`src/rtl/core/mme_pkg.sv`:
```
// ----------------------------------------------------------------------------
// mme_pkg
// shared types, sizes and codes of the matrix multiply engine
// ----------------------------------------------------------------------------
package mme_pkg;

  // matrix geometry and element format
  localparam int unsigned DIM    = 16;
  localparam int unsigned IDX_W  = $clog2(DIM);
  localparam int unsigned ADDR_W = 2 * IDX_W;
  localparam int unsigned DEPTH  = DIM * DIM;
  localparam int unsigned ELEM_W = 16;
  localparam int unsigned PROD_W = 2 * ELEM_W;
  localparam int unsigned SUM_W  = 36;
  localparam int unsigned SIZE_W = 5;

  // configuration port
  localparam int unsigned CFG_AW = 4;
  localparam int unsigned CFG_DW = 32;

  // stream words
  localparam int unsigned IN_DW  = 24;
  localparam int unsigned IN_UW  = 2;
  localparam int unsigned OUT_DW = 48;
  localparam int unsigned OUT_UW = 2;

  typedef enum logic [1:0] {
    KIND_WR_A    = 2'd0,
    KIND_WR_B    = 2'd1,
    KIND_COMPUTE = 2'd2
  } kind_t;

  typedef enum logic [1:0] {
    ERR_OK   = 2'd0,
    ERR_SIZE = 2'd1,
    ERR_ROW  = 2'd2
  } err_t;

  typedef enum logic [1:0] {
    REG_A_ROWS = 2'd0,
    REG_A_COLS = 2'd1,
    REG_B_ROWS = 2'd2,
    REG_B_COLS = 2'd3
  } reg_idx_t;

  typedef enum logic [1:0] {
    ST_IDLE  = 2'd0,
    ST_RUN   = 2'd1,
    ST_DRAIN = 2'd2
  } state_t;

  // tag that travels alongside each pair of operands
  typedef struct packed {
    logic             valid;
    logic             first;
    logic             lastk;
    logic             lastc;
    logic [IDX_W-1:0] col;
  } tag_t;

  // finished dot product leaving the accumulator
  typedef struct packed {
    logic             valid;
    logic             last;
    logic [IDX_W-1:0] col;
    logic [SUM_W-1:0] sum;
  } res_t;

  // zero counts as one, anything above the store size counts as the store size
  function automatic logic [SIZE_W-1:0] eff_size(input logic [SIZE_W-1:0] r);
    logic [SIZE_W-1:0] e;
    begin
      if (r == '0) begin
        e = SIZE_W'(1);
      end else if (r > SIZE_W'(DIM)) begin
        e = SIZE_W'(DIM);
      end else begin
        e = r;
      end
      return e;
    end
  endfunction

endpackage

```
`src/rtl/core/mme_store.sv`:
```
// ----------------------------------------------------------------------------
// mme_store
// single matrix store, one write port and one registered read port
// ----------------------------------------------------------------------------
module mme_store (
  input  logic                       clk,
  input  logic                       wr_en,
  input  logic [mme_pkg::ADDR_W-1:0] wr_addr,
  input  logic [mme_pkg::ELEM_W-1:0] wr_data,
  input  logic                       rd_en,
  input  logic [mme_pkg::ADDR_W-1:0] rd_addr,
  output logic [mme_pkg::ELEM_W-1:0] rd_data
);

  logic [mme_pkg::ELEM_W-1:0] mem_r [mme_pkg::DEPTH];
  logic [mme_pkg::ELEM_W-1:0] rd_data_r;

  always_ff @(posedge clk) begin
    if (wr_en) begin
      mem_r[wr_addr] <= wr_data;
    end
  end

  // read data holds while the pipeline is frozen
  always_ff @(posedge clk) begin
    if (rd_en) begin
      rd_data_r <= mem_r[rd_addr];
    end
  end

  assign rd_data = rd_data_r;

endmodule

```
`config.mk`:
```
export PLATFORM = sky130hd
export DESIGN_NAME = mme_store
export DESIGN_NICKNAME = d
export VERILOG_FILES = /design/src/rtl/core/mme_pkg.sv /design/src/rtl/core/mme_store.sv
export SDC_FILE = /design/constraint.sdc
export NUM_CORES = 2
export LEC_CHECK = 0
export BUFFER_PORTS_ARGS = -buffer_cell sky130_fd_sc_hd__buf_2
export CAP_MARGIN = 20
export CORE_MARGIN = 2
export CORE_UTILIZATION = 40
export CTS_BUF_LIST = sky130_fd_sc_hd__clkbuf_8
export CTS_CLUSTER_DIAMETER = 150
export DETAILED_ROUTE_END_ITERATION = 10
export PLACE_DENSITY = 0.64
export SLEW_MARGIN = 20
export SYNTH_ARGS = -nofsm -noshare
export SYNTH_HDL_FRONTEND = slang
export SYNTH_SLANG_ARGS = --single-unit
```
`constraint.sdc`:
```
create_clock -name clk -period 4 [get_ports clk]
set_clock_uncertainty 0.2 [all_clocks]
set_input_delay 0.8 -clock clk [delete_from_list [all_inputs] [get_ports clk]]
set_output_delay 0.8 -clock clk [all_outputs]
set_load 0.02 [all_outputs]
```
## Yosys cells after proc, flatten, opt, wreduce, memory -nomap -nowiden

Memory sizes are Yosys's and may differ from the RTL's. A register that Yosys moved wholly into a read port is not among the register bits.
Cells that the tools add are included.

- Register bits: 0
- RAM bits: 4096
- Bits of input ports: 35
- Output and inout port bits: 16
- Logic and storage cells: 3
- Memories: 1

- Mux-type cells: 2

Memories:

| name | depth | width | read ports | clocked after memory_dff | wr ports | line | text |
|---|---|---|---|---|---|---|---|
| mem_r | 256 | 16 | 1 | 1 | 1 | mme_store.sv:15 | `logic [mme_pkg::ELEM_W-1:0] mem_r [mme_pkg::DEPTH];` |

Operator list:

| operator | number |
|---|---|
| 2-to-1 mux 1 bit | 2 |

## Logic depth before layout (Yosys ltp)

- Depth after elaboration: 2
- Mapped depth: 12

## Worst setup path after synthesis

Ideal clock, no wire load.

- Kind: input -> register
- Start: in rd_addr[0] (netlist bit)
- End: reg rd_data_r (netlist bit rd_data[4]), read port of mem_r (data pin)
- Data arrival time: 2.784 ns
- Slack: 0.751 ns
- Stages: 8
- Buffers on the path: 3
- Path through: buf_6 > buf_6 > buf_2 > mux4_2 > mux4_2 > a22o_1 > o32ai_2 > nor4_2

RTL lines:

| element | line | text |
|---|---|---|
| start, declared | mme_store.sv:11 | `input logic [mme_pkg::ADDR_W-1:0] rd_addr,` |
| end, declared | mme_store.sv:16 | `logic [mme_pkg::ELEM_W-1:0] rd_data_r;` |

==> impl_metrics.tcl <==
set metrics [dict create \
    synth_common_cells "sky130_fd_sc_hd__edfxtp_1 (4112), sky130_fd_sc_hd__mux4_2 (797), sky130_fd_sc_hd__mux2i_1 (565), sky130_fd_sc_hd__nor2_1 (304), sky130_fd_sc_hd__o221ai_1 (252)" \
    power.density_cell_area_mw_per_mm2 463 \
    top_layer "met5" \
    drt_wl_total_um 431000 \
    synth_fa_ha_area_share_pct 0 \
    core.rowCount 231 \
    post-route-min-period_ns 3.77 \
    yosys-mux-area-fraction_pct 15.5 \
    globalRouteTotalUtil_pct 21.1 \
    synth_compound_gate_area_share_pct 3.53 \
    synthDominantCellAreaShare_pct 77.7 \
    path_cells "mux4_2 > mux2_2 > a221oi_1 > o31ai_1 > buf_4 > o32ai_1 > buf_4 > nor4_1" \
    final_layout_size_suffix_gt1_share_pct 29.7 \
    max-clock-path-buffers 4 \
    final_net_count 8487 \
    crit_start "mem_r[128][9]$_DFFE_PP_" \
    number_of_global_route_vias_before_repair 82109 \
    grt_setup_unrepaired "no" \
    synth.net_count 7395 \
    gp_congestion 0.877 \
    timing_worst_setup_path_type "flop to flop" \
    route.detailed.vias_per_inst 5.82 \
    met1_length_um 167000 \
    number_of_antenna_violations_at_the_first_check_in_global_routing 33 \
    routed-wl-met2_um 209000 \
    timing.final.ws_setup_ns 0.228 \
    htreeDepth 6 \
    ctsResizeCount 0 \
    detailedPlace.worstSlack_ns -0.814 \
    synth_flop_cell "sky130_fd_sc_hd__edfxtp_1" \
    fmax_mhz 265 \
    worst_ep_required_time_ns 4.71 \
    antenna_left 0 \
    hold_viol_final 0 \
    starting_drt_drc_count 10799 \
    grt_total_ovfl 0 \
    critPathMostFrequentCell "sky130_fd_sc_hd__buf_4" \
    clock_insertion_delay_worst_skew_ns 1.22 \
    largest_family_of_logic_cells_by_synthesized_area "multiplexers" \
    synthSimpleGateAreaFrac_pct 1.57 \
    post-synth-top-count-cell "sky130_fd_sc_hd__edfxtp_1" \
    chipHeight_um 634 \
    clock_pin_slew_worst_setup_and_hold_paths_ns 0.07 \
    run_status "finished, final reports clean" \
    cp-end-kind "flop" \
    worst_slew_pin_slew_ns 1.29 \
    timing_max_transition_violations_final 0 \
    syn-instance-count 7360 \
    final_cells 14176 \
    hold_start "wr_addr[6]" \
    grt_start_max_net_pins 143 \
    slew_headroom_pct 14.0 \
    placed_cells 13057 \
    ys_warn_count 0 \
    place_hpwl_um 266000 \
    clock-root-buffer "sky130_fd_sc_hd__clkbuf_8" \
    ys_seq_elements 4112 \
    area_growth_pct 15.3 \
    post_cts.repair.setup_buffers 0 \
    hold_class "input pin to flop" \
    numCtsBuffers 617 \
    timing.critical_path.arrival_ns 4.48 \
    drt_first_pass_iters 6 \
    dpl-instance-area_mm2 0.172 \
    post_synth_xor_area_fraction_pct 0 \
    drcViolationCount 0 \
    r2r_setup_slack_ns 0.23 \
    die_area_mm2 0.402 \
    crit_fanout 1 \
    die_width_um 634 \
    worst_path_max_delay_cell "sky130_fd_sc_hd__a221oi_1" \
    per_instance_average_area_after_synthesis_um2 21.6 \
    finalSetupViolations 0 \
    peak_vdd_ir_mv 0.399 \
    yosys-top-cells-area "sky130_fd_sc_hd__edfxtp_1 (78%), sky130_fd_sc_hd__mux4_2 (11%), sky130_fd_sc_hd__mux2i_1 (3.6%)" \
    part_of_the_yosys_area_used_for_sequential_elements_pct 77.7 \
    cts_tree "done" \
    first_pass_grt_wire_length_um 608000 \
    port_buffers 50 \
    maxCapViolCount 0 \
    total_leakage_power_nw 59.3 \
    setup_total_negative_slack_ns 0 \
    floorplan.io_pins 51 \
    number_of_synthesized_flops_with_an_enable_pin 4112 \
    finish.instance_area_mm2 0.183 \
    worst_path_largest_cell_delay_ns 0.84 \
    via_total_after_detailed_routing 82489 \
    synth.cell_area_mm2 0.159 \
    core-area_mm2 0.396 \
    initial_core_util_pct 40.2 \
    ys_async_sr_fraction_pct 0 \
    startpoint_type "flop" \
    period_utilization_post_route_pct 94.3 \
    post_drt_wl_per_cell_um 30.4 \
    yosys.cell_types.count 51 \
    clock-sinks 4112 \
    wl_met3_um 38700 \
    synth.largest_area_cell "sky130_fd_sc_hd__edfxtp_1" \
    critical_path.reg2reg.startpoint "mem_r[128][9]$_DFFE_PP_" \
]
-- metal layers --
metal	GRT usage, %	vias up
li1	-	33585
met1	28.4	43621
met2	34.4	4433
met3	3.78	826
met4	7.83	24
met5	0	-
-- critical path, delay by kind of cell, from the launching register on --
family / cells / cell delay (ns)
mux: 2 / 0.74
compound gates: 3 / 1.62
buf+inv: 2 / 0.48
flops: 1 / 0.37
simple gates: 1 / 0.06
-- stage by stage --
| stage | power [W] | hold WS [ns] | utilization [%] |
|---|---|---|---|
| CTS | 0.0853 | 0.0196 | 46.3 |
| global placement | 0.0533 | 0.973 | 43.4 |
| detailed placement | 0.0534 | 0.980 | 43.4 |
| finish | 0.0848 | 0.133 | 46.3 |
| floorplan | 0.0508 | 0.699 | - |
| global route | 0.0872 | 0.0656 | 46.3 |
-- registers in the layout, summed over array words and instances (netlist names) --
register,count
mem_r,4096
rd_data,16
-- repair_timing --
item | in CTS | in global routing
endpoints found under the hold margin | 937 | 0
endpoints found under the setup margin | 0 | 0
hold buffers | 17 | 0
-- cell type report --
| cell class | instances | area (um^2) |
|---|---|---|
| clock buffers | 623 | 8570 |
| clock inverters | 465 | 2770 |
| inverters | 4 | 27.5 |
| fillers | 32371 | 213000 |
| diodes | 13 | 32.5 |
| flip-flops and latches | 4112 | 123000 |
| repair buffers | 925 | 8770 |
| well taps | 5242 | 6560 |
| multi-input cells | 2792 | 33000 |
-- worst paths after layout --
| path | depth (start not counted) | to |
|---|---|---|
| max | 8 | rd_data[9]$_DFFE_PP_ |
| min | 3 | mem_r[208][10]$_DFFE_PP_ |
| min reg2reg | 6 | rd_data[14]$_DFFE_PP_ |
| max reg2reg | 8 | rd_data[9]$_DFFE_PP_ |
-- cells by family after synthesis --
group | Yosys count
AOI/OAI and AO/OA | 786
buffers and inverters | 456
DFF | 4112
muxes | 1450
and+or+nand+nor | 556
-- placed cells by master (no fill, tap or decap), drive strengths merged, types with 9 or more instances in the layout --
cell and count:
mux2i 565, nor2b 9, nor2 304, inv 211
o21ai 38, buf 907, a211oi 18, clkinv 232
nand3 35, nor4 18, dlygate4sd3 17, and3 11
a22o 32, mux2 88, clkbuf 624, diode 13
a221oi 28, nand2 38, mux4 797, o32ai 21
nand4 26, a22oi 43, o221ai 253, edfxtp 4112
o22ai 148, o31ai 16, nor3 92, bufinv 18
a21oi 175
-- power by group --
part,switching [W],internal (W),total [W],leakage (nW)
Clock,0.0164,0.0159,0.0323,6.45
Combinational,0.00308,0.00183,0.00491,15.9
Sequential,0.0000699,0.0475,0.0476,37.0
Note: power is estimated with default switching activity, not from simulation.
