===== src/rtl/core/mme_pkg.sv =====
// ----------------------------------------------------------------------------
// mme_pkg
// shared types, sizes and codes of the matrix multiply engine
// ----------------------------------------------------------------------------
package mme_pkg;

  // matrix geometry and element format
  localparam int unsigned DIM    = 16;
  localparam int unsigned IDX_W  = $clog2(DIM);
  localparam int unsigned ADDR_W = 2 * IDX_W;
  localparam int unsigned DEPTH  = DIM * DIM;
  localparam int unsigned ELEM_W = 16;
  localparam int unsigned PROD_W = 2 * ELEM_W;
  localparam int unsigned SUM_W  = 36;
  localparam int unsigned SIZE_W = 5;

  // configuration port
  localparam int unsigned CFG_AW = 4;
  localparam int unsigned CFG_DW = 32;

  // stream words
  localparam int unsigned IN_DW  = 24;
  localparam int unsigned IN_UW  = 2;
  localparam int unsigned OUT_DW = 48;
  localparam int unsigned OUT_UW = 2;

  typedef enum logic [1:0] {
    KIND_WR_A    = 2'd0,
    KIND_WR_B    = 2'd1,
    KIND_COMPUTE = 2'd2
  } kind_t;

  typedef enum logic [1:0] {
    ERR_OK   = 2'd0,
    ERR_SIZE = 2'd1,
    ERR_ROW  = 2'd2
  } err_t;

  typedef enum logic [1:0] {
    REG_A_ROWS = 2'd0,
    REG_A_COLS = 2'd1,
    REG_B_ROWS = 2'd2,
    REG_B_COLS = 2'd3
  } reg_idx_t;

  typedef enum logic [1:0] {
    ST_IDLE  = 2'd0,
    ST_RUN   = 2'd1,
    ST_DRAIN = 2'd2
  } state_t;

  // tag that travels alongside each pair of operands
  typedef struct packed {
    logic             valid;
    logic             first;
    logic             lastk;
    logic             lastc;
    logic [IDX_W-1:0] col;
  } tag_t;

  // finished dot product leaving the accumulator
  typedef struct packed {
    logic             valid;
    logic             last;
    logic [IDX_W-1:0] col;
    logic [SUM_W-1:0] sum;
  } res_t;

  // zero counts as one, anything above the store size counts as the store size
  function automatic logic [SIZE_W-1:0] eff_size(input logic [SIZE_W-1:0] r);
    logic [SIZE_W-1:0] e;
    begin
      if (r == '0) begin
        e = SIZE_W'(1);
      end else if (r > SIZE_W'(DIM)) begin
        e = SIZE_W'(DIM);
      end else begin
        e = r;
      end
      return e;
    end
  endfunction

endpackage


===== src/rtl/core/mme_mac.sv =====
// ----------------------------------------------------------------------------
// mme_mac
// multiply stage and accumulate stage of the dot product pipeline
// ----------------------------------------------------------------------------
module mme_mac (
  input  logic                       clk,
  input  logic                       rst_n,
  input  logic                       stall,
  input  mme_pkg::tag_t              tag_in,
  input  logic [mme_pkg::ELEM_W-1:0] a_data,
  input  logic [mme_pkg::ELEM_W-1:0] b_data,
  output mme_pkg::res_t              res,
  output logic                       empty
);

  mme_pkg::tag_t                     s1_tag_r;
  mme_pkg::tag_t                     s2_tag_r;
  logic signed [mme_pkg::PROD_W-1:0] prod_r;
  logic signed [mme_pkg::SUM_W-1:0]  acc_r;
  logic signed [mme_pkg::SUM_W-1:0]  sum;
  logic signed [mme_pkg::SUM_W-1:0]  prod_ext;
  logic signed [mme_pkg::ELEM_W-1:0] a_s;
  logic signed [mme_pkg::ELEM_W-1:0] b_s;

  assign a_s = a_data;
  assign b_s = b_data;

  // tags are registered alongside the store read data, so s1 lines up with it
  always_ff @(posedge clk) begin
    if (!rst_n) begin
      s1_tag_r <= '0;
      s2_tag_r <= '0;
    end else if (!stall) begin
      s1_tag_r <= tag_in;
      s2_tag_r <= s1_tag_r;
    end
  end

  always_ff @(posedge clk) begin
    if (!stall) begin
      prod_r <= a_s * b_s;
      if (s2_tag_r.valid) begin
        acc_r <= sum;
      end
    end
  end

  assign prod_ext = {{(mme_pkg::SUM_W - mme_pkg::PROD_W){prod_r[mme_pkg::PROD_W-1]}}, prod_r};
  assign sum      = (s2_tag_r.first ? '0 : acc_r) + prod_ext;

  assign res.valid = s2_tag_r.valid && s2_tag_r.lastk;
  assign res.last  = s2_tag_r.lastc;
  assign res.col   = s2_tag_r.col;
  assign res.sum   = sum;

  assign empty = !s1_tag_r.valid && !s2_tag_r.valid;

endmodule


===== config.mk =====
export PLATFORM = sky130hd
export DESIGN_NAME = mme_mac
export DESIGN_NICKNAME = d
export VERILOG_FILES = /design/src/rtl/core/mme_pkg.sv /design/src/rtl/core/mme_mac.sv
export SDC_FILE = /design/constraint.sdc
export NUM_CORES = 1
export LEC_CHECK = 0
export ABC_CLOCK_PERIOD_IN_PS = 9600
export BUFFER_PORTS_ARGS = -buffer_cell sky130_fd_sc_hd__buf_2
export CORE_MARGIN = 2
export CORE_UTILIZATION = 58
export DETAILED_ROUTE_END_ITERATION = 12
export GPL_TIMING_DRIVEN = 0
export PLACE_DENSITY = 0.86
export SLEW_MARGIN = 20
export SYNTH_ARGS = -nofsm -noshare
export SYNTH_HDL_FRONTEND = slang
export SYNTH_SLANG_ARGS = --single-unit

===== constraint.sdc =====
create_clock -name clk -period 9.6 [get_ports clk]
set_clock_uncertainty 0.2 [all_clocks]
set_input_delay 1.44 -clock clk [delete_from_list [all_inputs] [get_ports clk]]
set_output_delay 1.44 -clock clk [all_outputs]
set_load 0.01 [all_outputs]

Word-level counts from Yosys, hierarchy flattened --
Index checks and enable logic that the tools add are counted.
Storage, ports and cells: logic and storage cells 21, output and inout bits 43, register bits 84, bits of input ports 43
Operators by class: reduce and logical (&&, ||, !) cells 5, multiply operators 1, bitwise logic cells 1, mux-type cells 1, add/subtract/negate cells 1
Operators with widths (count):
- 36-bit adder | 1
- 36-bit 2-to-1 mux | 1
- 16-bit by 16-bit multiplier with 32-bit output | 1
- 1-bit logical AND | 2
- 1-bit zero test | 2
- 2-bit AND reduction | 1
- 1-bit inverter | 1

Depth between registers and ports, before layout --
depth after elaboration 2, gate-level depth with buffers 25, depth with buffers taken out 23

Least setup slack after synthesis --
OpenSTA, ideal clock, no wires.
path kind input to register, from input port b_data[1] (netlist name), to register prod_r[31] (netlist name) (data pin), library setup time 0.260 ns, data required time 9.140 ns, path buffers 2, stages 20, data arrival time 6.712 ns, slack 2.428 ns, path through clkbuf_1 > nand2_1 > inv_1 > fa_1 > fa_1 > fa_1 > fa_1 > fa_1 > inv_1 > fa_1 > inv_1 > ha_1 > buf_2 > and2_1 > a221oi_1 > o21a_1 > o31a_1 > o2111ai_1 > a21oi_1 > xnor2_1
On the way: cells in the longest elaborated chain, start to end 1
Ends and longest elaborated chain:
- start, declared | RTL line mme_mac.sv:11 | input logic [mme_pkg::ELEM_W-1:0] b_data,
- 16-bit by 16-bit multiplier with 32-bit output | RTL line mme_mac.sv:41 | prod_r <= a_s * b_s;
- end signal, assigned | RTL line mme_mac.sv:41
- end, declared | RTL line mme_mac.sv:18 | logic signed [mme_pkg::PROD_W-1:0] prod_r;
Every way passes these cells. A chain may end at the register's enable or synchronous reset.

Worst setup path in the final report --
from input port a_data[9] (netlist name), to register prod_r[31] (netlist name) (data pin)
On the way: cells in the longest elaborated chain, start to end 1
Ends and longest elaborated chain:
- start, declared | RTL line mme_mac.sv:10 | input logic [mme_pkg::ELEM_W-1:0] a_data,
- 16-bit by 16-bit multiplier with 32-bit output | RTL line mme_mac.sv:41
Every way passes these cells.

==> flow_summary_export.csv <==
group,metric,value,unit
sta,worst_slew_margin_relative_to_its_limit,48.8,%
sta,finalHoldViolations,0,
sta,fin_crit_sh,81.7,%
global_routing,grt-ovfl-total,0,
yosys,muxShareOfSynthArea,1.17,%
run,max_cap_viol_count,0,
finish,final_nets,2023,
clocking,clock_tree_from_tritoncts,"built",
sta,worst_pin_slew,0.768,ns
run_status,status,"completed",
worst_setup_path,worst_setup_path_type,"input pin to flop",
sta,setup_viol,0,
sta,fin_tns_setup,0,ns
finish,mostFrequentLayoutCell,"inv_1",
yosys,mapped_avg_cell_area,9.68,sq um
route,remaining_drc_errors,0,
worst_setup_path,worst-endpoint-required,9.48,ns
clocking,ctsHoldBuffers,0,
sta,drv_slew,0,
sta,final.min_clock_period,7.84,ns
route,post_drt_via_cell_ratio,5.51,
worst_setup_path,cpMostUsedCell,"fa_1",
worst_setup_path,crit_path_max_fanout,10,
finish,flow.area_growth_from_synthesis,7.92,%
worst_setup_path,crit_chain,"buf_2, clkbuf_1, nand2_1, fa_1, fa_1, fa_1, fa_1, inv_1, fa_1, inv_1, fa_1, inv_1, ha_1, a21oi_1, o21ai_1, a221oi_2, o31a_1, o2111ai_1, a21oi_1, xnor2_1",
yosys,synth_enable_flop_cells,68,
worst_setup_path,timing.critical_path.from_type,"input pin",
worst_setup_path,cpPeakStageDelay,0.62,ns
global_routing,grt_start_max_net_pins,33,
yosys,synth_sequential_area_ratio,16.2,%
clocking,worst_skew_pair.late_latency,0.34,ns
yosys,mapped_nets,1927,
placed_design,detailed_place_hpwl,28300,um
yosys,asyncSetResetFlopFracSynth,0,%
yosys,yosysUniqueCellTypes,58,
yosys,mappedNetlistArea,14600,sq um
clocking,cts_setup_buffers,0,
route,drt_iter0_drc,768,
worst_setup_path,crit_path_top_delay_cell,"a221oi_2",
placed_design,routabilityCongestion,0.960,
yosys,synth_warnings,0,
route,via_count,10600,
yosys,post_synth_and_or_nand_nor_area_fraction,15.3,%
finish,diodes,0,
yosys,synth_top_family_by_area,"adder cells",
floorplanning,die_height,162,um
clocking,clk_path_buf_depth,2,
clocking,post_cts.resized_instances,0,
floorplanning,floorplan.initialDensity,59.5,%
clocking,cts.htree.levels,3,
clocking,cts-buffers-inserted,9,
global_routing,via_count_of_the_first_global_routing_pass,11400,
yosys,area_fraction_in_compound_gates_after_synthesis,7.25,%
worst_setup_path,regToRegStartpoint,"s2_tag_r[6]$_SDFFE_PN0N_",
global_routing,grt_pass1_wl,55700,um
worst_setup_path,cpLargestDelayFamily,"adder cells",
finish,final_cell_mix,"inv_1, fa_1, nand2_1, and2_1, ha_1",
floorplanning,fp.dieArea,26400,sq um
worst_setup_path,cp-startpoint,"a_data[9]",
yosys,synth.ff_latch_count,84,
finish,layout_fillers,1870,
clocking,cts.reportedPaths.clkPinSlew,0.07,ns
min_path,worstHoldStart,"res[38]$_SDFFE_PN0N_",
route,avgRoutedWirePerCell,17.5,um
worst_setup_path,critical_path.endpoint_type,"flop",
route,number_of_antenna_violating_nets_in_the_routed_design,0,
yosys,post_synth_inst_count,1504,
global_routing,global_route.usage.total,26.9,%
min_path,min_path_type,"flop to flop",
yosys,ys_dominant_reg_cell,"edfxtp_1",
worst_setup_path,critPathArrivalTime,7.72,ns
route,detail_route.first_pass.iterations,6,
floorplanning,io_pins,86,
clocking,cts_root_buffer,"clkbuf_16",
floorplanning,number_of_rows_in_the_core_area,57,
worst_setup_path,worstPathBufferInverterCount,5,
yosys,synth_fa_ha_area_share,46.2,%
global_routing,antenna_found_initial,0,
finish,final_layout_size_suffix_gt1_share,8.04,%
floorplanning,core_region_area,24500,sq um
yosys,post_synth_xor_area_fraction,4.09,%
clocking,cts_sinks,84,
route,drt_wl_total,33700,um
sta,grt_setup_unrepaired,"false",
floorplanning,die_x,162,um
placed_design,io_buffers,84,
sta,max_freq,128,MHz
## worst paths after layout
path | to | slack, ns | depth (start not counted)
setup / recovery | prod_r[31]$_DFFE_PN_ | 1.76 | 20
setup reg to reg | acc_r[30]$_DFFE_PP_ | 5.47 | 14
hold reg to reg | res[38]$_SDFFE_PN0N_ | 0.32 | 2
hold / removal | res[38]$_SDFFE_PN0N_ | 0.32 | 2
## synthesized netlist by cell type, drive strengths merged, types with 2 or more instances
| cell type | instances | area share [%] |
|---|---|---|
| inv | 322 | 8.3 |
| fa | 263 | 36 |
| nand2 | 146 | 3.8 |
| and2 | 128 | 5.5 |
| ha | 117 | 10 |
| edfxtp | 68 | 14 |
| a21oi | 54 | 2.0 |
| nor2b | 54 | 2.3 |
| xnor2 | 52 | 3.1 |
| clkbuf | 43 | 1.1 |
| nor2 | 38 | 1.0 |
| o21ai | 20 | 0.69 |
| a21o | 18 | 0.93 |
| mux2i | 17 | 1.2 |
| dfxtp | 16 | 2.2 |
| xor2 | 16 | 0.96 |
| nand2b | 12 | 0.52 |
| nand3 | 11 | 0.38 |
| nor3 | 11 | 0.41 |
| o21bai | 11 | 0.57 |
| and3 | 9 | 0.39 |
| o211ai | 9 | 0.50 |
| o21a | 9 | 0.46 |
| buf | 8 | 0.34 |
| o31ai | 7 | 0.43 |
| or3 | 6 | 0.26 |
| a211oi | 5 | 0.26 |
| a211o | 4 | 0.24 |
| a221oi | 4 | 0.37 |
| a31oi | 4 | 0.21 |
| nor4 | 3 | 0.34 |
| nand4 | 2 | 0.086 |
| o2111ai | 2 | 0.12 |
| o22ai | 2 | 0.086 |
| or2 | 2 | 0.086 |
## area by class of cell
| class | instances | area (sq um) | area share [%] |
|---|---|---|---|
| multi-input cells | 1047 | 10800 | 68.6 |
| flip-flops and latches | 84 | 2360 | 15.0 |
| inverters | 322 | 1210 | 7.69 |
| repair buffers | 85 | 440 | 2.80 |
| well taps | 324 | 405 | 2.58 |
| clock buffers | 11 | 243 | 1.54 |
| plain buffers | 51 | 214 | 1.36 |
| clock inverters | 5 | 57.6 | 0.366 |
## logic make-up after synthesis
group / Yosys count
simple gates: 426
flops: 84
mux: 17
compound gates: 156
fa+ha+maj: 380
xor+xnor: 68
buf+inv: 373
## worst reg2reg max path, stage by stage, from the launching register on
cell and delay (ns):
dfxtp_1 0.31, clkbuf_1 0.42, clkbuf_1 0.58, nor2b_1 0.12, ha_1 0.24, inv_1 0.08, fa_1 0.19, nor2b_1 0.07
o2111ai_1 0.29, a21oi_2 0.15, nor4_4 0.34, nor2_2 0.13, a211oi_1 0.42, o21ai_1 0.16, xor2_1 0.18
## flip-flops by register name (all words and copies together), names as in the netlist
register / flops
res: 5
s1_tag_r: 8
s2_tag_r: 3
prod_r: 32
acc_r: 36
## metrics by stage
| step | instances | cell area, sq um | hold WS (ns) | setup slack [ns] | utilization (%) |
|---|---|---|---|---|---|
| 3_3_place_gp | 1912 | 15400 | 0.291 | 1.61 | 62.9 |
| 3_5_place_dp | 1913 | 15400 | 0.307 | 1.50 | 63.0 |
| 2_1_floorplan | 1504 | 14600 | 0.277 | 2.43 | - |
| 6_report | 1929 | 15700 | 0.322 | 1.76 | 64.2 |
| 5_1_grt | 1929 | 15700 | 0.349 | 1.45 | 64.2 |
| 4_1_cts | 1929 | 15700 | 0.324 | 1.81 | 64.2 |
## routing by layer
layer  track usage (%)  wire length (um)  vias to the layer above
met5                 0                 0                        -
met4              8.29               977                        0
met3              6.49              3290                       82
met2              45.6             15900                      510
met1              34.4             13600                     5194
li1                  -                 -                     4840
Power is not shown: default switching activity piles up to over one toggle a cycle in this logic, so the estimate is an artifact.
