**src/rtl/core/mme_pkg.sv**
```systemverilog
// ----------------------------------------------------------------------------
// mme_pkg
// shared types, sizes and codes of the matrix multiply engine
// ----------------------------------------------------------------------------
package mme_pkg;

  // matrix geometry and element format
  localparam int unsigned DIM    = 16;
  localparam int unsigned IDX_W  = $clog2(DIM);
  localparam int unsigned ADDR_W = 2 * IDX_W;
  localparam int unsigned DEPTH  = DIM * DIM;
  localparam int unsigned ELEM_W = 16;
  localparam int unsigned PROD_W = 2 * ELEM_W;
  localparam int unsigned SUM_W  = 36;
  localparam int unsigned SIZE_W = 5;

  // configuration port
  localparam int unsigned CFG_AW = 4;
  localparam int unsigned CFG_DW = 32;

  // stream words
  localparam int unsigned IN_DW  = 24;
  localparam int unsigned IN_UW  = 2;
  localparam int unsigned OUT_DW = 48;
  localparam int unsigned OUT_UW = 2;

  typedef enum logic [1:0] {
    KIND_WR_A    = 2'd0,
    KIND_WR_B    = 2'd1,
    KIND_COMPUTE = 2'd2
  } kind_t;

  typedef enum logic [1:0] {
    ERR_OK   = 2'd0,
    ERR_SIZE = 2'd1,
    ERR_ROW  = 2'd2
  } err_t;

  typedef enum logic [1:0] {
    REG_A_ROWS = 2'd0,
    REG_A_COLS = 2'd1,
    REG_B_ROWS = 2'd2,
    REG_B_COLS = 2'd3
  } reg_idx_t;

  typedef enum logic [1:0] {
    ST_IDLE  = 2'd0,
    ST_RUN   = 2'd1,
    ST_DRAIN = 2'd2
  } state_t;

  // tag that travels alongside each pair of operands
  typedef struct packed {
    logic             valid;
    logic             first;
    logic             lastk;
    logic             lastc;
    logic [IDX_W-1:0] col;
  } tag_t;

  // finished dot product leaving the accumulator
  typedef struct packed {
    logic             valid;
    logic             last;
    logic [IDX_W-1:0] col;
    logic [SUM_W-1:0] sum;
  } res_t;

  // zero counts as one, anything above the store size counts as the store size
  function automatic logic [SIZE_W-1:0] eff_size(input logic [SIZE_W-1:0] r);
    logic [SIZE_W-1:0] e;
    begin
      if (r == '0) begin
        e = SIZE_W'(1);
      end else if (r > SIZE_W'(DIM)) begin
        e = SIZE_W'(DIM);
      end else begin
        e = r;
      end
      return e;
    end
  endfunction

endpackage

```
**src/rtl/core/mme_seq.sv**
```systemverilog
// ----------------------------------------------------------------------------
// mme_seq
// walks columns and inner index of one C row, issuing store reads
// ----------------------------------------------------------------------------
module mme_seq (
  input  logic                       clk,
  input  logic                       rst_n,
  input  logic                       stall,
  input  logic                       start,
  input  logic [mme_pkg::IDX_W-1:0]  start_row,
  input  logic [mme_pkg::SIZE_W-1:0] inner,
  input  logic [mme_pkg::SIZE_W-1:0] ncols,
  input  logic                       pipe_empty,
  output logic                       busy,
  output logic [mme_pkg::IDX_W-1:0]  row,
  output logic                       rd_en,
  output logic [mme_pkg::ADDR_W-1:0] addr_a,
  output logic [mme_pkg::ADDR_W-1:0] addr_b,
  output mme_pkg::tag_t              tag
);

  mme_pkg::state_t                  state_r;
  mme_pkg::state_t                  state_nxt;
  logic [mme_pkg::IDX_W-1:0]        row_r;
  logic [mme_pkg::IDX_W-1:0]        k_r;
  logic [mme_pkg::IDX_W-1:0]        k_nxt;
  logic [mme_pkg::IDX_W-1:0]        c_r;
  logic [mme_pkg::IDX_W-1:0]        c_nxt;
  logic                             issue;
  logic                             k_end;
  logic                             c_end;

  assign k_end = (mme_pkg::SIZE_W'(k_r) + mme_pkg::SIZE_W'(1)) == inner;
  assign c_end = (mme_pkg::SIZE_W'(c_r) + mme_pkg::SIZE_W'(1)) == ncols;
  assign issue = (state_r == mme_pkg::ST_RUN) && !stall;

  always_ff @(posedge clk) begin
    if (!rst_n) begin
      state_r <= mme_pkg::ST_IDLE;
      k_r     <= '0;
      c_r     <= '0;
    end else begin
      state_r <= state_nxt;
      k_r     <= k_nxt;
      c_r     <= c_nxt;
    end
  end

  always_ff @(posedge clk) begin
    if (start) begin
      row_r <= start_row;
    end
  end

  always_comb begin
    state_nxt = state_r;
    k_nxt     = k_r;
    c_nxt     = c_r;
    case (state_r)
      mme_pkg::ST_IDLE: begin
        k_nxt = '0;
        c_nxt = '0;
        if (start) begin
          state_nxt = mme_pkg::ST_RUN;
        end
      end
      mme_pkg::ST_RUN: begin
        if (issue) begin
          if (k_end) begin
            k_nxt = '0;
            c_nxt = c_r + mme_pkg::IDX_W'(1);
            if (c_end) begin
              state_nxt = mme_pkg::ST_DRAIN;
            end
          end else begin
            k_nxt = k_r + mme_pkg::IDX_W'(1);
          end
        end
      end
      mme_pkg::ST_DRAIN: begin
        if (pipe_empty) begin
          state_nxt = mme_pkg::ST_IDLE;
        end
      end
      default: begin
        state_nxt = mme_pkg::ST_IDLE;
      end
    endcase
  end

  assign busy   = (state_r != mme_pkg::ST_IDLE);
  assign row    = row_r;
  assign rd_en  = issue;
  assign addr_a = {row_r, k_r};
  assign addr_b = {k_r, c_r};

  assign tag.valid = issue;
  assign tag.first = (k_r == '0);
  assign tag.lastk = k_end;
  assign tag.lastc = c_end;
  assign tag.col   = c_r;

  // counters stay inside the configured sizes while reads are issued
  a_cnt_range: assert property (@(posedge clk) disable iff (!rst_n)
    (state_r == mme_pkg::ST_RUN) |->
      (mme_pkg::SIZE_W'(k_r) < inner) && (mme_pkg::SIZE_W'(c_r) < ncols))
    else $error("inner or column counter beyond configured size");

endmodule

```
**config.mk**
```make
export PLATFORM = sky130hd
export DESIGN_NAME = mme_seq
export DESIGN_NICKNAME = d
export VERILOG_FILES = /design/src/rtl/core/mme_pkg.sv /design/src/rtl/core/mme_seq.sv
export SDC_FILE = /design/constraint.sdc
export NUM_CORES = 1
export LEC_CHECK = 0
export BUFFER_PORTS_ARGS = -buffer_cell sky130_fd_sc_hd__clkbuf_2
export CAP_MARGIN = 20
export CORE_MARGIN = 3
export CORE_UTILIZATION = 35
export DETAILED_ROUTE_END_ITERATION = 10
export GPL_ROUTABILITY_DRIVEN = 1
export GPL_TIMING_DRIVEN = 1
export SETUP_SLACK_MARGIN = 0.3
export SLEW_MARGIN = 20
export SYNTH_ARGS = -nofsm -noshare
export SYNTH_HDL_FRONTEND = slang
export SYNTH_SLANG_ARGS = --single-unit
```
**constraint.sdc**
```tcl
create_clock -name clk -period 2.88 [get_ports clk]
set_clock_uncertainty 0.2 [all_clocks]
set_input_delay 0.288 -clock clk [delete_from_list [all_inputs] [get_ports clk]]
set_output_delay 0.288 -clock clk [all_outputs]
set_load 0.02 [all_outputs]
```
* Yosys cells after proc, flatten, opt, wreduce, memory -nomap -nowiden
Cells that the tools add are included.
Operators by class: $add $sub $neg 4, $mul 0, div/mod/pow operators 0, magnitude comparators 0, equal/unequal tests 9, shift-type cells 0, multiplexer cells 12, bitwise operators 0, reductions and logical operators 9
Operators by type and width (count):
- 4-bit two-way mux | 4
- 4-bit one-hot mux with 2 select lines | 2
- 4-bit by 1-bit adder with 5-bit output (second input constant) | 2
- 5-bit == test | 2
- 2-bit two-way mux | 5
- 2-bit != test (second input constant) | 5
- 4-bit by 1-bit adder with 4-bit output (second input constant) | 2
- 2-bit one-hot mux with 3 select lines | 1
- 5-bit AND reduction | 1
- 4-bit zero test | 1
- 2-bit nonzero test | 2
- 3-bit AND reduction | 1
- 2-bit by 1-bit == test with 1-bit output (second input constant) | 1
- 2-bit == test (second input constant) | 1
- 2-bit zero test | 1
- 2-bit AND reduction | 1
- 1-bit logical AND | 1
- 1-bit zero test | 1
Storage, ports and cells: register bits 14, latch bits 0, memory bits (writable) 0, memory bits (read-only) 0, output and inout port bits 30, logic and storage cells 38, memories 0

* Logic depth before layout (Yosys ltp)
Gate-level depths: netlist of run 1.
word-level depth 6, mapped depth 7, mapped depth without buffers 7

* Worst setup path before layout of run 1
No wires, ideal clock.
path kind register -> register, start reg k_r[0] in the netlist's numbering, end reg c_r[3] in the netlist's numbering, setup time 76 ps, arrival 2245 ps, required time 2604 ps, slack 359 ps, stages on the path, launching flop included 8, period minus slack after synthesis 2521 ps, cell sequence dfxtp_1 -> inv_1 -> ha_1 -> xor2_1 -> nor4_4 -> nand2_2 -> or4_1 -> a31oi_1
On the way: word-level cells in the longest chain between the ends 4
RTL lines:
- from (decl) | RTL line mme_seq.sv:25 | logic [mme_pkg::IDX_W-1:0] k_r;
- from (signal assigned) | RTL line mme_seq.sv:44 | k_r <= k_nxt;
- 4-bit by 1-bit adder with 5-bit output | RTL line mme_seq.sv:33 | assign k_end = (mme_pkg::SIZE_W'(k_r) + mme_pkg::SIZE_W'(1)) == inner;
- 5-bit == test | RTL line mme_seq.sv:33
- 2-bit != test (no line)
- 3-bit AND reduction (no line)
- to (signal assigned) | RTL line mme_seq.sv:45 | c_r <= c_nxt;
- to (decl) | RTL line mme_seq.sv:27 | logic [mme_pkg::IDX_W-1:0] c_r;
Every way passes these cells. A chain may end at the register's enable or synchronous reset.

==> results of run 1 <==
[cell type report]
| type | instances | area (um^2) | share of cell area [%] |
|---|---|---|---|
| clock inverters | 1 | 3.75 | 0.300 |
| inverters | 8 | 30.0 | 2.40 |
| clock buffers | 3 | 22.5 | 1.80 |
| well taps | 30 | 37.5 | 3.00 |
| flip-flops and latches | 14 | 323 | 25.8 |
| multi-input cells | 73 | 505 | 40.4 |
| repair buffers | 58 | 328 | 26.2 |
[cells in the mapped netlist (all sizes together), types with 4 or more instances]
library cell  count  area share (%)
inv               7             2.7
nand3             5             2.6
a21oi             4             2.1
dfxtp            10              21
xnor2             6             5.4
nor2b             5             3.2
edfxtp            4              12
nor2              7             2.7
buf              15              12
nand2             8             3.4
[kinds of logic after synthesis]
| logic type | share of synthesized area [%] |
|---|---|
| flip-flops | 33.2 |
| XOR/XNOR | 8.16 |
| adder cells (fa/ha/maj) | 3.89 |
| AO/OA/AOI/OAI | 14.5 |
| multiplexers | 2.20 |
| buffers and inverters | 14.8 |
| AND/OR/NAND/NOR | 23.3 |
[power breakdown]
| group | switching, mW | internal (mW) |
|---|---|---|
| registers | 0.00514 | 0.209 |
| logic | 0.0532 | 0.0386 |
| clock network | 0.0671 | 0.0504 |
| total | 0.125 | 0.298 |
[timing repair]
item / CTS / global route
endpoints found under the hold margin: 4 / 0
setup endpoints to repair: 1 / 2
hold buffers: 4 / 0
resized for setup: 1 / 4
setup buffers: 0 / 6
gates cloned: 0 / 0
pin swaps: 0 / 1
[state kept, by name, indices dropped and copies added, names as in the netlist]
signal,flops
state_r,2
c_r,4
row,4
k_r,4
[worst min-delay path, delay by kind of cell]
family | cells | cell delay [ps]
buffers and inverters | 1 | 80
AOI/OAI and AO/OA | 1 | 120
and+or+nand+nor | 1 | 30
[final timing paths]
check             start    endpoint  slack [ps]
max reg2reg      k_r[0]      c_r[3]         430
min          pipe_empty  state_r[1]          70
min reg2reg      k_r[0]      k_r[0]         320
max              k_r[0]      tag[5]         390
[metal layers]
layer  up-vias  wire, um
li1        469         -
met1       432      1010
met2        29      1190
met3         2       149
met4         0        12
met5         -         0
[stage by stage]
step | cell area (um^2) | power [mW]
3_5_place_dp | 1130 | 0.302
6_report | 1250 | 0.424
4_1_cts | 1200 | 0.423
2_1_floorplan | 966 | 0.275
5_1_grt | 1250 | 0.443
3_3_place_gp | 1130 | 0.300
==> results by stage, run 1 <==
Global route:
- The global-route congestion overflow total is 0.
- The layer flagged by global routing as most heavily used is met2.
- The initial antenna violation count was 0.
- For met1 alone, demand over resource in global routing was 17.0%.
- The met2 usage is 23.8%.
- The routing usage on met3 is 4.17%.
- The via count of the first global-routing pass is 874.
- The first-pass GRT wire length is 3740 um.
- In the global route stage, overall resource usage came out at 13.8%.
- The pin count of the biggest net entering global routing is 11.

Route:
- The count of nets left with antenna violations once routing finished came out at 0.
- In the routed layout, each cell is associated on average with a via count of 4.98.
- The first routing iteration left 13 violations.
- The first-pass detailed-route iteration total is 4.
- Wires add up to 2360 um.
- The remaining design rule violation count is 0.
- After detailed routing, the average wire length per cell comes to 12.6 um.
- The detailed router placed 932 vias in this run.

Setup path:
- Walking the worst path, the cells encountered are ha_2 > nor2b_1 > o21ba_2 > nor4_4 > nand2_2 > inv_1 > buf_4.
- The critical path crosses 7 cells after its start point.
- The number of cells traversed by the worst register-to-register path is 7.
- On the critical path, the stage with the largest delay is an instance of dfxtp_2.
- The critical path required time is 2390 ps.
- The number of buffers and inverters on the critical path is 2.
- The largest driver fanout on the critical path is 7.
- The arrival time of the worst setup path is 2000 ps.
- The worst setup path is of the reg -> out kind.
- The worst setup path is captured at an output port.
- For this run, the slowest stage of the critical path takes 370 ps.
- STA classifies the critical path startpoint as a flop.
- The critical path's top delay family is simple AND/OR/NAND/NOR gates.

Timing:
- The relative max-transition margin is 73.7%.
- The slew at the pin closest to its max-slew limit is 394 ps.
- The final-report max-slew violation count is 0.
- Adding up every negative setup slack in the final design gives 0 ps.
- Setup repair after global routing left no endpoint under its margin.
- Setup violations remaining at the end of the flow were counted as 0.
- The top achievable clock speed is 402 MHz.
- The number of hold violations in the final report was 0.
- On the final layout, the worst hold slack is 68.4 ps.
- The shortest period the worst path allows is 2490 ps.
- Once routing completed, OpenROAD measured the worst setup slack at 393 ps.
- The final critical path takes up 86.4% of the cycle.

Synth:
- The count of different cell masters after synthesis is 35.
- The count of synthesis-stage warnings from yosys is 0.
- Counting every net in the synthesized netlist gives 132.
- Synthesis produced a netlist whose cell count is 110.
- The sequential fraction of the synthesis area is 33.2%.
- The synthesized cell area is 966 um^2.
- The async set-reset flop share out of synthesis is 0%.
- The post-synthesis register bit count is 14.
- The most used flip-flop cell after synthesis is dfxtp_1.
- Averaged over all synthesized cells, the footprint is 8.78 um^2.
- The count of flip-flops with a built-in enable after synthesis is 4.

CTS:
- In this run the clock root is driven by a clkbuf_4.
- The number of buffers on the longest clock path is 2.
- The tree built by TritonCTS fans out to 14 sinks.
- In this run the number of H-tree levels came out at 1.
- TritonCTS built the clock tree.
- After clock tree synthesis, the clock-pin slew on the worst setup and hold paths is 90 ps.
- Clock latency on the worst-skew pair, taken at its later pin, is 290 ps.
- The number of clock buffers inserted by TritonCTS is 3.

Die:
- The effective utilization at floorplan is 38.0%.
- The width of the die is 58.5 um.
- The overall die height is 58.5 um.
- 49 I/O pins were placed.
- The number of cell rows is 18.
- The floorplan step defined a die boundary enclosing 3430 um^2.
- The region available for standard cell placement spans 2540 um^2.

Power and ir drop:
- VDD sags by at most 0.000317 V.
- For this design the ratio of total power to cell area is 339 nW/um^2.
- The static leakage is 0.599 nW.

Cells and area:
- The area added between synthesis and finish is 29.4%.
- The library cell used most frequently in the layout, excluding fill and tap cells, is clkbuf_2.
- In the layout the commonest cells are clkbuf_2 (47), dfxtp_1 (8).
- The count of antenna diodes in the layout is 0.
- For this run, the share of the core covered by cells in the final layout is 49.1%.
- The final layout contains 180 nets.
- The filler-free cell count of the finished design is 187.
- The fraction of final layout cells with drive strength greater than 1 is 41.4%.
- The final-layout fill cell count is 257.

Placed design:
- Before CTS, the worst setup slack after placement is 349 ps.
- The count of buffers from port buffering is 48.
- The placed wire-length estimate is 1810 um.
- Routability-driven placement finished with a final weighted congestion of 0.810.
- The number of instances in the placed design is 173.

Flow run:
- The max-capacitance violation count is 0.

Min path:
- The tightest min-delay check is of the in -> reg type.
- The worst hold path depth is 3.

Run status:
- The run finished with clean final reports.
No activity file was read; power rests on OpenSTA's default activity.
==> inputs of run 2 (changes only) <==
--- a/config.mk
+++ b/config.mk
@@ -9,6 +9,7 @@
 export CAP_MARGIN = 20
 export CORE_MARGIN = 3
 export CORE_UTILIZATION = 35
+export CTS_BUF_LIST = sky130_fd_sc_hd__clkbuf_16
 export DETAILED_ROUTE_END_ITERATION = 10
 export GPL_ROUTABILITY_DRIVEN = 1
 export GPL_TIMING_DRIVEN = 1
==> results by stage, run 2 (synthesis gave the netlist of run 1 again) <==
Placed design:
- The count of buffers from port buffering came to 48 (unchanged).
- The placed wire-length estimate is 1810 um (unchanged).
- The weighted congestion reported at the end of routability-driven placement is 0.810 (unchanged).

Die:
- The width of the die came to 58.5 um (unchanged).
- The area of the core is 2540 um^2 (unchanged).
- The number of cell rows is 18 (unchanged).
- The area of the die is 3430 um^2 (unchanged).
- The effective utilization at floorplan is 38.0% (unchanged).
- The overall die height was 58.5 um (unchanged).
- The I/O pin count was 49 (unchanged).

CTS:
- The number of clock buffers inserted by TritonCTS was 3 (unchanged).
- The clock sink count is 14 (unchanged).
- The clock input transition at the sequential cells of the worst setup and hold paths is 50 ps (-40 ps).
- The count of hold-fix buffers inserted at cts was 0 (-4).
- TritonCTS built the clock tree.
- The number of levels the H-tree was split into is 1 (unchanged).
- The number of buffers on the longest clock path is 2 (unchanged).
- The root buffer cell chosen for the clock tree is clkbuf_16.
- The clock latency of the later-clocked register in the worst-skew pair is 240 ps (-50 ps).

Route:
- The starting DRC count in detailed routing is 18 (+5).
- The per-cell routed wire length was 12.8 um (+1.5%).
- The routed wire length was 2330 um (-1.2%).
- The total number of vias is 930 (-0.21%).
- The antenna violation net count after detailed routing is 0 (unchanged).
- The remaining design rule violation count came to 0 (unchanged).
- The via count normalized by instance count is 5.11 (+2.5%).
- The first-pass detailed-route iteration total came to 4 (unchanged).

Global route:
- The first-pass GRT wire length is 3680 um (-1.7%).
- The met2 usage is 22.8% (-0.96 points).
- The overall routing resource usage is 13.7% (-0.17 points).
- The global-route met1 utilization is 17.2% (+0.18 points).
- The pin count of the biggest net entering global routing is 11 (unchanged).
- The routing usage on met3 is 4.39% (+0.22 points).
- The global-route congestion overflow total came to 0 (unchanged).
- The initial antenna violation count is 0 (unchanged).
- The via count of the first global-routing pass came to 830 (-5.0%).
- The busiest layer in global routing is met2.

Power and ir drop:
- The switching power summed over all nets is 0.137 mW (+9.3%).
- The maximum vdd drop is 0.000299 V (-5.8%).
- The static leakage came to 0.599 nW (about the same).
- The switching part of the total power came to 24.3% (-5.3 points).
- The post-layout total power is 0.565 mW (+33%).
- The portion of total power attributed to sequential cells is 38.2% (-12 points).
- The power density over cell area is 451 nW/um^2 (+33%).
- The fraction of power consumed by combinational cells is 15.2% (-6.4 points).
- The internal power summed over all cells is 0.428 mW (+43%).
- The clock network fraction of total power is 46.6% (+19 points).

Cells and area:
- The fraction of final layout cells with drive strength greater than 1 is 42.1% (+0.70 points).
- In the layout the commonest cells are clkbuf_2 (48), dfxtp_1 (8), inv_1 (7), nor2_1 (7), nand2_1 (7).
- The library cell used most frequently in the layout, excluding fill and tap cells, is clkbuf_2.
- The final-layout fill cell count is 260 (+1.2%).
- The count of antenna diodes in the layout came to 0 (unchanged).
- The final layout net count is 175 (-2.8%).
- The area added between synthesis and finish is 29.7%.

Timing:
- Setup repair after global routing left no endpoint under its margin.
- The final-report max-slew violation count came to 0 (unchanged).
- The top achievable clock speed was 407 MHz (+1.1%).
- The number of hold violations in the final report is 0 (unchanged).
- The total negative setup slack came to 0 ps (unchanged).
- The worst slack on hold paths was 23.4 ps (-45.0 ps).
- The slew at the pin closest to its max-slew limit came to 395 ps (+0.613 ps).
- The shortest period the worst path allows is 2460 ps (-28.3 ps).
- The relative max-transition margin is 73.7% (about the same).
- The period utilization was 85.4% (-0.98 points).
- The total of endpoints with negative setup slack in the final report is 0 (unchanged).

Min path:
- The path category of the worst min-delay check is in -> reg.

Setup path:
- STA classifies the critical path endpoint as an output port.
- The arrival time of the worst setup path is 1970 ps (-30 ps).
- The worst setup path is of the reg -> out kind.
- The critical path required time was 2390 ps (about the same).
- The largest driver fanout on the critical path is 7 (unchanged).
- The worst setup path is launched from a flop.

Run status:
- The flow ran to the end, and the final reports show no timing, DRC or antenna violations.

Flow run:
- The max-capacitance violation count is 0 (unchanged).
## run 2: critical path, stage by stage, from the launching register on
cell and delay (ps):
dfxtp_2 350, ha_2 220, nor2b_1 150, o21ba_2 230
nor4_4 360, nand2_2 160, inv_1 90, clkbuf_2 160
## run 2: cell type report
class                           count  area [um^2]  area share (%)
Clock buffer                        3         75.1            5.99
Timing Repair Buffer               53          278            22.2
Inverter                            8         30.0            2.40
Tap cell                           30         37.5            3.00
Clock inverter                      1         3.75           0.300
Sequential cell                    14          323            25.8
Multi-Input combinational cell     73          505            40.4
## run 2: path summary, 6_finish.rpt
check / startpoint / endpoint / slack (ps) / depth (start not counted)
worst min register to register: k_r[0] / k_r[0] / 310 / 2
worst max-delay path: k_r[0] / tag[5] / 420 / 7
worst max register to register: k_r[0] / c_r[3] / 440 / 7
worst min-delay path: start_row[0] / row[0] / 20 / 1
## run 2: timing repair
| item | 4_1_cts | 5_1_grt |
|---|---|---|
| setup buffers | 0 | 5 |
| resized for setup | 0 | 3 |
| endpoints found under the setup margin | 0 | 2 |
## run 2: power by group through the flow
| stage | clock (mW) | combinational, mW | sequential (mW) |
|---|---|---|---|
| global route | 0.278 | 0.0927 | 0.216 |
| finish | 0.263 | 0.0860 | 0.216 |
| floorplan | 0 | 0.0502 | 0.225 |
| detailed placement | 0 | 0.0832 | 0.219 |
| CTS | 0.268 | 0.0834 | 0.215 |
| global placement | 0 | 0.0821 | 0.218 |
## run 2: layer usage
metal	share of wire (%)	wire length (um)	up-vias
li1	-	-	460
met1	41	964	439
met2	51	1200	29
met3	6.8	158	2
met4	0.39	9	0
met5	0	0	-
## run 2: stage by stage
stage | setup WS (ps) | util (%) | std cells | cell area, um^2
after floorplan | 359 | - | 110 | 966
after global placement | 417 | 44.4 | 173 | 1130
after detailed placement | 349 | 44.4 | 173 | 1130
after CTS | 315 | 47.5 | 177 | 1210
after global routing | 305 | 49.2 | 182 | 1250
final | 421 | 49.2 | 182 | 1250
==> inputs of run 3 (changes only) <==
--- a/config.mk
+++ b/config.mk
@@ -8,11 +8,13 @@
 export BUFFER_PORTS_ARGS = -buffer_cell sky130_fd_sc_hd__clkbuf_2
 export CAP_MARGIN = 20
 export CORE_MARGIN = 3
-export CORE_UTILIZATION = 35
+export CORE_UTILIZATION = 40
 export CTS_BUF_LIST = sky130_fd_sc_hd__clkbuf_16
 export DETAILED_ROUTE_END_ITERATION = 10
 export GPL_ROUTABILITY_DRIVEN = 1
 export GPL_TIMING_DRIVEN = 1
+export PLACE_DENSITY = 0.72
+export RECOVER_POWER = 100
 export SETUP_SLACK_MARGIN = 0.3
 export SLEW_MARGIN = 20
 export SYNTH_ARGS = -nofsm -noshare
==> results by stage, run 3 (synthesis gave the netlist of run 1 again) <==
Run status:
- The flow ran to the end, and the final reports show no timing, DRC or antenna violations.

Setup path:
- The flop-to-flop setup slack is 300 ps (-140 ps).
- The type of element capturing the critical path is an output port.
- The worst reg2reg path startpoint is k_r[0].
- The critical path required time came to 2390 ps (about the same).
- STA classifies the critical path startpoint as a flop.
- The arrival time of the worst setup path is 2100 ps (+130 ps).
- The capture point of the worst path is tag[5].
- The number of cells traversed by the worst register-to-register path is 7 (unchanged).
- The critical path start-end classification is reg -> out.
- The endpoint identified for the worst register-to-register timing path is c_r[3].
- The largest driver fanout on the critical path is 8 (+1).
- The critical path starts at k_r[0].

Cells and area:
- The top cell types in the final layout, fill and taps aside, are clkbuf_1 (30), clkbuf_2 (18), dfxtp_1 (9).
- The final layout net count was 172 (-1.7%).
- The fraction of final layout cells with drive strength greater than 1 is 18.8% (-23 points).
- The final core area utilization is 52.8% (+3.6 points).
- The most common cell after layout, fill and taps aside is clkbuf_1.
- The area added between synthesis and finish is 23.2%.
- The count of antenna diodes in the layout came to 0 (unchanged).

Power and ir drop:
- The maximum vdd drop is 0.000409 V (+37%).
- The static leakage is 0.504 nW (-16%).
- The power density over cell area is 468 nW/um^2 (+3.8%).

Route:
- The first-pass detailed-route iteration total is 4 (unchanged).
- The routed wire length was 2320 um (-0.26%).
- The starting DRC count in detailed routing is 20 (+2).
- The via count normalized by instance count came to 5.24 (+2.6%).
- The antenna violation net count after detailed routing was 0 (unchanged).
- The per-cell routed wire length is 13.1 um (+2.6%).
- The remaining design rule violation count is 0 (unchanged).
- The total number of vias is 928 (-0.22%).

Die:
- The area of the die is 3040 um^2 (-11%).
- The area of the core is 2250 um^2 (-11%).
- The width of the die is 55.1 um (-5.8%).
- The effective utilization at floorplan came to 42.8% (+4.9 points).
- The I/O pin count came to 49 (unchanged).
- The number of cell rows came to 17 (-1).
- The overall die height is 55.1 um (-5.8%).

Timing:
- The slew at the pin closest to its max-slew limit is 324 ps (-70.6 ps).
- Setup repair after global routing left no endpoint under its margin.
- The number of hold violations in the final report came to 0 (unchanged).
- The relative max-transition margin is 78.2% (+4.5 points).
- The total negative setup slack is 0 ps (unchanged).
- The final-report max-slew violation count is 0 (unchanged).
- The shortest period the worst path allows is 2590 ps (+127 ps).
- The top achievable clock speed was 387 MHz (-4.9%).
- The total of endpoints with negative setup slack in the final report is 0 (unchanged).
- The period utilization came to 89.8% (+4.4 points).

Global route:
- The overall routing resource usage is 16.1% (+2.4 points).
- The pin count of the biggest net entering global routing came to 11 (unchanged).
- The via count of the first global-routing pass is 773 (-6.9%).
- The first-pass GRT wire length came to 3390 um (-7.9%).
- The initial antenna violation count was 0 (unchanged).
- The global-route congestion overflow total was 0 (unchanged).

Flow run:
- The max-capacitance violation count is 0 (unchanged).

CTS:
- The number of levels the H-tree was split into is 1 (unchanged).
- The clock sink count is 14 (unchanged).
- The number of buffers on the longest clock path is 2 (unchanged).
- TritonCTS built the clock tree.
- The clock input transition at the sequential cells of the worst setup and hold paths came to 40 ps (about the same).
- The clock latency of the later-clocked register in the worst-skew pair was 240 ps (about the same).
- The clock root buffer master is clkbuf_16.
- The number of clock buffers inserted by TritonCTS is 3 (unchanged).

Placed design:
- The weighted congestion reported at the end of routability-driven placement is 0.858 (+6.0%).
- The placed wire-length estimate is 1830 um (+1.1%).
- The count of buffers from port buffering is 48 (unchanged).

Min path:
- The path category of the worst min-delay check is in -> reg.
==> run 3: layout make-up <==
| cell class | count | area (um^2) |
|---|---|---|
| Timing Repair Buffer | 50 | 218 |
| Fill cell | 240 | 1060 |
| Multi-Input combinational cell | 73 | 507 |
| Clock buffer | 3 | 75.1 |
| Inverter | 8 | 30.0 |
| Tap cell | 28 | 35.0 |
| Clock inverter | 1 | 3.75 |
| Sequential cell | 14 | 322 |
==> run 3: per-stage QoR <==
stage / worst slack, ps / cells / hold slack [ps] / total power [mW] / instance area [um^2]
after floorplan: 359 / 110 / 187 / 0.275 / 966
after global placement: 425 / 171 / 267 / 0.300 / 1130
after detailed placement: 294 / 171 / 270 / 0.302 / 1130
after CTS: 346 / 175 / 19.3 / 0.566 / 1210
after global routing: 171 / 177 / 22.9 / 0.586 / 1190
final: 294 / 177 / 22.8 / 0.557 / 1190
==> run 3: worst min-delay path by stage <==
stage	startpoint	end	slack, ps	cells past startpoint
3_3_place_gp	start_row[2]	row[2]	270	1
2_1_floorplan	start_row[0]	row[0]	190	0
3_5_place_dp	start_row[2]	row[2]	270	1
4_1_cts	start_row[2]	row[2]	20	1
6_report	start_row[2]	row[2]	20	1
5_1_grt	start_row[1]	row[1]	20	1
==> run 3: what timing repair did <==
action | in CTS | in global routing
gates resized for setup | 1 | 2
endpoints found under the setup margin | 2 | 2
buffers inserted | 0 | 2
hold buffers | 0 | 0
pin swaps | 0 | 1
==> run 3: critical path: stages (launching register included) <==
cell and delay [ps]:
dfxtp_2 350, ha_1 250, nor2b_1 160, o21ba_1 210
nor4_4 360, nand2_1 250, inv_1 110, clkbuf_2 170
==> run 3: routing by layer <==
| metal | GRT usage (%) | part of all wire, % | up-vias |
|---|---|---|---|
| met4 | 8.50 | 1.1 | 0 |
| met5 | 0 | 0 | - |
| met2 | 26.2 | 51 | 46 |
| li1 | - | - | 454 |
| met3 | 5.90 | 9.1 | 4 |
| met1 | 18.2 | 39 | 424 |
==> run 3: power by group <==
group | total [mW] | internal (mW) | switching [mW]
combinational | 0.0829 | 0.0298 | 0.0531
sequential | 0.215 | 0.210 | 0.00482
clock | 0.259 | 0.183 | 0.0756
total | 0.557 | 0.423 | 0.134
